<file path="src/rtl/cfr_ram.sv">
// Generic single-port RAM with registered read data.
module cfr_ram #(
  parameter int WIDTH = 8,
  parameter int DEPTH = 256
) (
  input  logic                     clk,
  input  logic                     en,
  input  logic                     we,
  input  logic [$clog2(DEPTH)-1:0] addr,
  input  logic [WIDTH-1:0]         wdata,
  output logic [WIDTH-1:0]         rdata
);

  logic [WIDTH-1:0] mem [DEPTH];

  // read data holds until the next read
  always_ff @(posedge clk) begin
    if (en) begin
      if (we) begin
        mem[addr] <= wdata;
      end else begin
        rdata <= mem[addr];
      end
    end
  end

endmodule

</file>
<file path="config.mk">
export PLATFORM = sky130hd
export DESIGN_NAME = cfr_ram
export DESIGN_NICKNAME = d
export VERILOG_FILES = /design/src/rtl/cfr_ram.sv
export SDC_FILE = /design/constraint.sdc
export NUM_CORES = 2
export LEC_CHECK = 0
export BUFFER_PORTS_ARGS = -buffer_cell sky130_fd_sc_hd__buf_2
export CELL_PAD_IN_SITES_DETAIL_PLACEMENT = 1
export CELL_PAD_IN_SITES_GLOBAL_PLACEMENT = 1
export CORE_ASPECT_RATIO = 1.25
export CORE_MARGIN = 4
export CORE_UTILIZATION = 40
export DETAILED_ROUTE_END_ITERATION = 16
export PLACE_DENSITY = 0.6
export SLEW_MARGIN = 15
export SYNTH_ARGS = -nofsm -noshare
export SYNTH_HDL_FRONTEND = slang
export SYNTH_SLANG_ARGS = --single-unit
export TNS_END_PERCENT = 100
</file>
<file path="constraint.sdc">
create_clock -name clk -period 2.2 [get_ports clk]
set_input_delay 0.11 -clock clk [delete_from_list [all_inputs] [get_ports clk]]
set_output_delay 0.11 -clock clk [all_outputs]
set_load 0.005 [all_outputs]
</file>
### Word-level counts from Yosys, hierarchy flattened

Memories as Yosys holds them, arrays and structs flattened. A register that Yosys moved wholly into a read port is not among the register bits.
Cells that the tools add are included.

* bits in registers: 0
* bits in latches: 0
* bits in writable memories: 2048
* bits in read-only memories: 0
* input bits: 19
* output and inout bits: 8
* logic and storage cells: 6
* memories: 1

Memory list
* mem: words 256, bits a word 8, rd ports 1, clocked after memory_dff 1, wr ports 1, RTL line 14 `logic [WIDTH-1:0] mem [DEPTH];`

* add/sub/neg operators: 0
* $mul: 0
* div/mod/pow operators: 0
* order comparisons: 0
* eq/ne operators: 0
* shifts and indexed selects: 0
* mux-type cells: 3
* bitwise gates (word level): 1
* reduce and logical (&&, ||, !) cells: 1

Operators with widths (count)
* $mux 1: 3
* $reduce_and 2->1: 1
* $not 1->1: 1

### Depth between registers and ports, before layout

* word-level depth: 3
* mapped depth: 9
* mapped depth without buffers: 5

### Worst setup path after synthesis

Ideal clock, no wire load.

* path kind: input -> register
* start point: input port addr[0]
* end point: memory mem[117][0], enable pin
* setup time: 0.370 ns
* data arrival time: 2.035 ns
* setup slack: -0.205 ns
* stages on the path: 8
* buffers on the path: 5
* path through: buf_2 buf_6 buf_2 buf_2 nor3b_1 nand2_1 clkbuf_1 nor2_1

RTL lines
* from (decl): RTL line 9 `input logic [$clog2(DEPTH)-1:0] addr,`
* to (decl): RTL line 14

No word-level cell before the write port.

==> results summary <==
The mean area per synthesized cell came out at approximately 22 um^2. The number of placement rows is 181. TritonCTS built the clock tree. Across the whole layout, storage elements account for 61740 um^2. The total via count after detailed routing came out at 39180. Counting stages on the worst path, the most repeated cell is buf_4. IR analysis of the VDD net gives a maximum drop of 0.6621 mV.

The wire length of the first global-routing pass is around 300000 um. The final reports fail on negative setup slack. In the post-route analysis, the smallest setup slack over all paths is -0.2000 ns.

The type of the tightest min-delay check is input pin to flop. At the placement stage, the worst setup path has a slack of -1.254 ns. The number of nets produced by synthesis is around 3500. The height of the die is 502.9 um. The number of max-cap violations came out at 0.

The setup check on the worst reg-to-reg path leaves a slack of -0.20 ns. Data on the critical path is required at its endpoint by 2.78 ns. The max-slew violation count came out at 0. The share of final-layout standard cells stronger than drive strength 1 came out at 0.3823. After floorplanning, the core was sized to cover 194800 um^2. The run finished, with violations left. The commonest cells after synthesis are edfxtp_1 (2056), mux4_2 (512), nor2_1 (259).

The count of nets left with antenna violations once routing finished came out at 0. The number of cells produced by synthesis came out at 3526. The share of total power dissipated in sequential elements is 0.532.

The total standard cell area after synthesis is 78380 um^2. Dividing the detail-routed wire length by the instance count gives 30.61 um. The number of buffers inserted by port buffering is 26. The post-synthesis cell type count is 21. The startpoint identified for the worst register-to-register timing path is mem[91][3]. The share of synthesized area in the top cell type comes to 0.7877. The count of unresolved DRC violations after routing came out at 0. The highest achievable clock rate came out at 0.4167 GHz. Measured along the x axis, the die boundary spans 403.9 um. The total power divided by cell area is 854.3 nW/um^2.

The worst hold path terminates at rdata[3]. Clock latency on the worst-skew pair, taken at its later pin, is around 0.86 ns. Yosys printed 0 warnings. The die covers 203100 um^2. The number of fill cells came out at 17400. The critical path in this run is classified as flop to flop. After synthesis, the share of flip-flops with an asynchronous set or reset is 0. Between clock sinks in the finished design, the worst skew comes to 0.06740 ns. For this run, the total global-route usage over all layers was measured as 0.2105. STA classifies the critical path startpoint as a flop.

The period utilization is 1.091. The register bit count reported by yosys came out at slightly above 2000. After detailed routing, the number of vias per cell comes to 5.667. The number of sinks on the clock net is 2056.

After clock tree synthesis, the clock-pin slew on the worst setup and hold paths is about 0.06 ns. The fraction of power spent switching nets came out at 0.2156. Among all flip-flop cells after synthesis, the most frequent one is edfxtp_1.

The arrival time at the worst endpoint is 2.98 ns. The number of global-route vias before repair came out at approximately 42000. CTS placed an instance of clkbuf_16 at the clock tree root.

The HPWL after detailed placement came out at between 100000 and 150000 um. The biggest area contributor in the post-synthesis netlist is edfxtp_1. The number of nets at the end of the flow came out at 4203. For this design, the slowest cell found on the critical path is o41ai_4.

After synthesis, the cell types taking the most area are edfxtp_1 (79%), mux4_2 (15%), a22oi_1 (2.5%), nor2_1 (1.2%), a21oi_1 (0.82%). The worst-case clock buffer depth is 3. The transition time of the tightest slew-check pin came out at 0.7313 ns. During I/O placement, the number of pins put on the boundary was 27. For this block, the routed nets add up to approximately 210000 um of wire. The starting DRC count in detailed routing is 3907.

Along the worst path, the maximum fanout reaches 1. Yosys mapped a number of flops with a built-in enable equal to 2056. Traced cell by cell, the critical path runs through mux4_2, a22oi_2, buf_4, a21oi_4, o41ai_4, buf_4, nand4_1.

For this run, the register share of the synthesized area comes to 0.7877. The routability-driven placement congestion ratio came out at 0.7949. The kind of cell adding the most delay to the critical path is compound AO/OA/AOI/OAI gates. The initial antenna violation count came out at 6. The worst register-to-register path has a depth of 7. The final period demand of the worst path is about 2.4 ns. In this run the most critical hold path is launched from addr[7]. Internal power comes to 63.65 mW. The clock tree synthesis step divided the H-tree into 4 levels. The tightest slew margin relative to the limit came out at 0.5125. The number of setup buffers added after CTS is 0. The switching power came out at 17.49 mW. The total CTS buffers came out at 195. The total grt overflow came out at 0. The share of power burned in the clock network came out at 0.415. The final hold slack came out at ~0.15 ns. The category of the worst setup path capture point is a flop. The leakage component of the power is 29.98 nW. The initial standard-cell utilization of the core came out at 0.4024. Entering global routing, the biggest net connects slightly above 100 pins. The endpoint identified for the worst register-to-register timing path is rdata[3]. Setup violations remaining at the end of the flow were counted as 7.

The multi-input gate area in the final layout is 16850 um^2. The final count of hold timing violations is 0. The combinational share of power came out at 0.053. The number of buffer and inverter stages on the critical path came out at 2. By instance count, the leading cell after synthesis is edfxtp_1. The number of cells traversed by the worst hold path is 5. Setup repair after global routing could not meet its margin everywhere. The first detailed-routing pass took 5 iterations.

From synthesis to final layout, the design area changed by 21.17%. The largest single stage delay on the critical path is about 0.57 ns.
## repair_timing
| item | CTS | global route |
|---|---|---|
| gates resized for setup | 99 | 46 |
| hold buffers | 10 | 0 |
| pin swaps | 27 | 29 |
| endpoints found under the hold margin | 1503 | 0 |
| endpoints found under the setup margin | 8 | 8 |
## power by group through the flow
stage	Combinational (mW)	Clock [mW]	Sequential, mW
4_1_cts	4.36	34.4	43.2
3_3_place_gp	4.14	0	44.0
2_1_floorplan	1.87	0	44.0
3_5_place_dp	4.21	0	44.0
5_1_grt	4.59	36.1	43.1
6_report	4.32	33.7	43.2
## metrics by stage
| step | std cells | utilization | cell area [um^2] | setup TNS [ns] | power (mW) |
|---|---|---|---|---|---|
| after floorplan | 3526 | - | 78700 | -69.61 | 45.86 |
| after global routing | 6913 | 0.4876 | 94970 | -1.157 | 83.81 |
| after CTS | 6912 | 0.4864 | 94720 | -1.122 | 81.89 |
| after global placement | 6539 | 0.4500 | 87640 | -17.03 | 48.13 |
| final | 6914 | 0.4876 | 94970 | -0.8276 | 81.14 |
| after detailed placement | 6539 | 0.4500 | 87640 | -26.04 | 48.21 |
## sequential cells by signal, summed over array words and instances, names as in the netlist
register / count
mem: 2048
rdata: 8
## cell families (layout without fill, tap and decap cells)
| group | count (synthesis) | after routing | share of synthesized area |
|---|---|---|---|
| flip-flops | 2056 | 2056 | 0.7877 |
| multiplexers | 512 | 512 | 0.1471 |
| AO/OA/AOI/OAI | 416 | 416 | 0.03627 |
| AND/OR/NAND/NOR | 317 | 317 | 0.01606 |
| buffers and inverters | 225 | 1049 | 0.01282 |
| other | 0 | 2 | 0 |
## layout make-up
type,count,share of cell area
tap,2562,0.03375
clock buffer,228,0.05268
clock inverter,135,0.01464
sequential,2056,0.6501
timing repair buffer,686,0.07141
multi-input combinational,1245,0.1774
antenna,2,0.00005270
## worst reg2reg max path, delay by kind of cell, from the launching register on
kind | cells | cell delay, ns
simple gates | 1 | 0.07
flops | 1 | 0.37
buf+inv | 2 | 0.38
mux | 1 | 0.48
compound gates | 3 | 0.86
## cells in the final DEF, fill, tap and decap left out, types with 6 or more instances in the layout
cell,synthesis,layout
bufinv_16,0,20
nand4_1,8,8
edfxtp_1,2056,2056
o41ai_4,0,12
nor2_4,0,41
a21oi_2,0,38
buf_8,0,10
o41ai_2,0,18
buf_12,0,125
buf_4,11,523
a22oi_2,0,56
a22oi_1,256,200
nand2_2,0,17
clkbuf_1,143,33
nand2_1,30,13
nor2_1,259,215
clkinv_16,0,6
clkinv_1,0,51
dlygate4sd3_1,0,10
clkinv_2,0,41
clkbuf_16,0,195
a21oi_1,128,86
buf_2,41,16
mux4_2,512,512
## worst max path at each step
stage                          start           to  slack, ns  cells after the start
after global routing      mem[83][3]     rdata[3]      -0.24                      7
after floorplan              addr[0]  mem[114][0]      -0.11                      8
final                     mem[91][3]     rdata[3]      -0.20                      7
after global placement       addr[0]     rdata[3]      -1.52                     10
after detailed placement     addr[0]     rdata[5]      -1.25                     10
after CTS                 mem[75][3]     rdata[3]      -0.27                      6
## per-layer routing
layer	up-vias	part of all wire	track usage
met5	-	0.000057	0
met4	2	0.029	0.05577
met3	283	0.047	0.02691
met2	1110	0.51	0.3613
met1	21460	0.41	0.2863
li1	16330	-	-
Power figures use the tool's default switching activity.
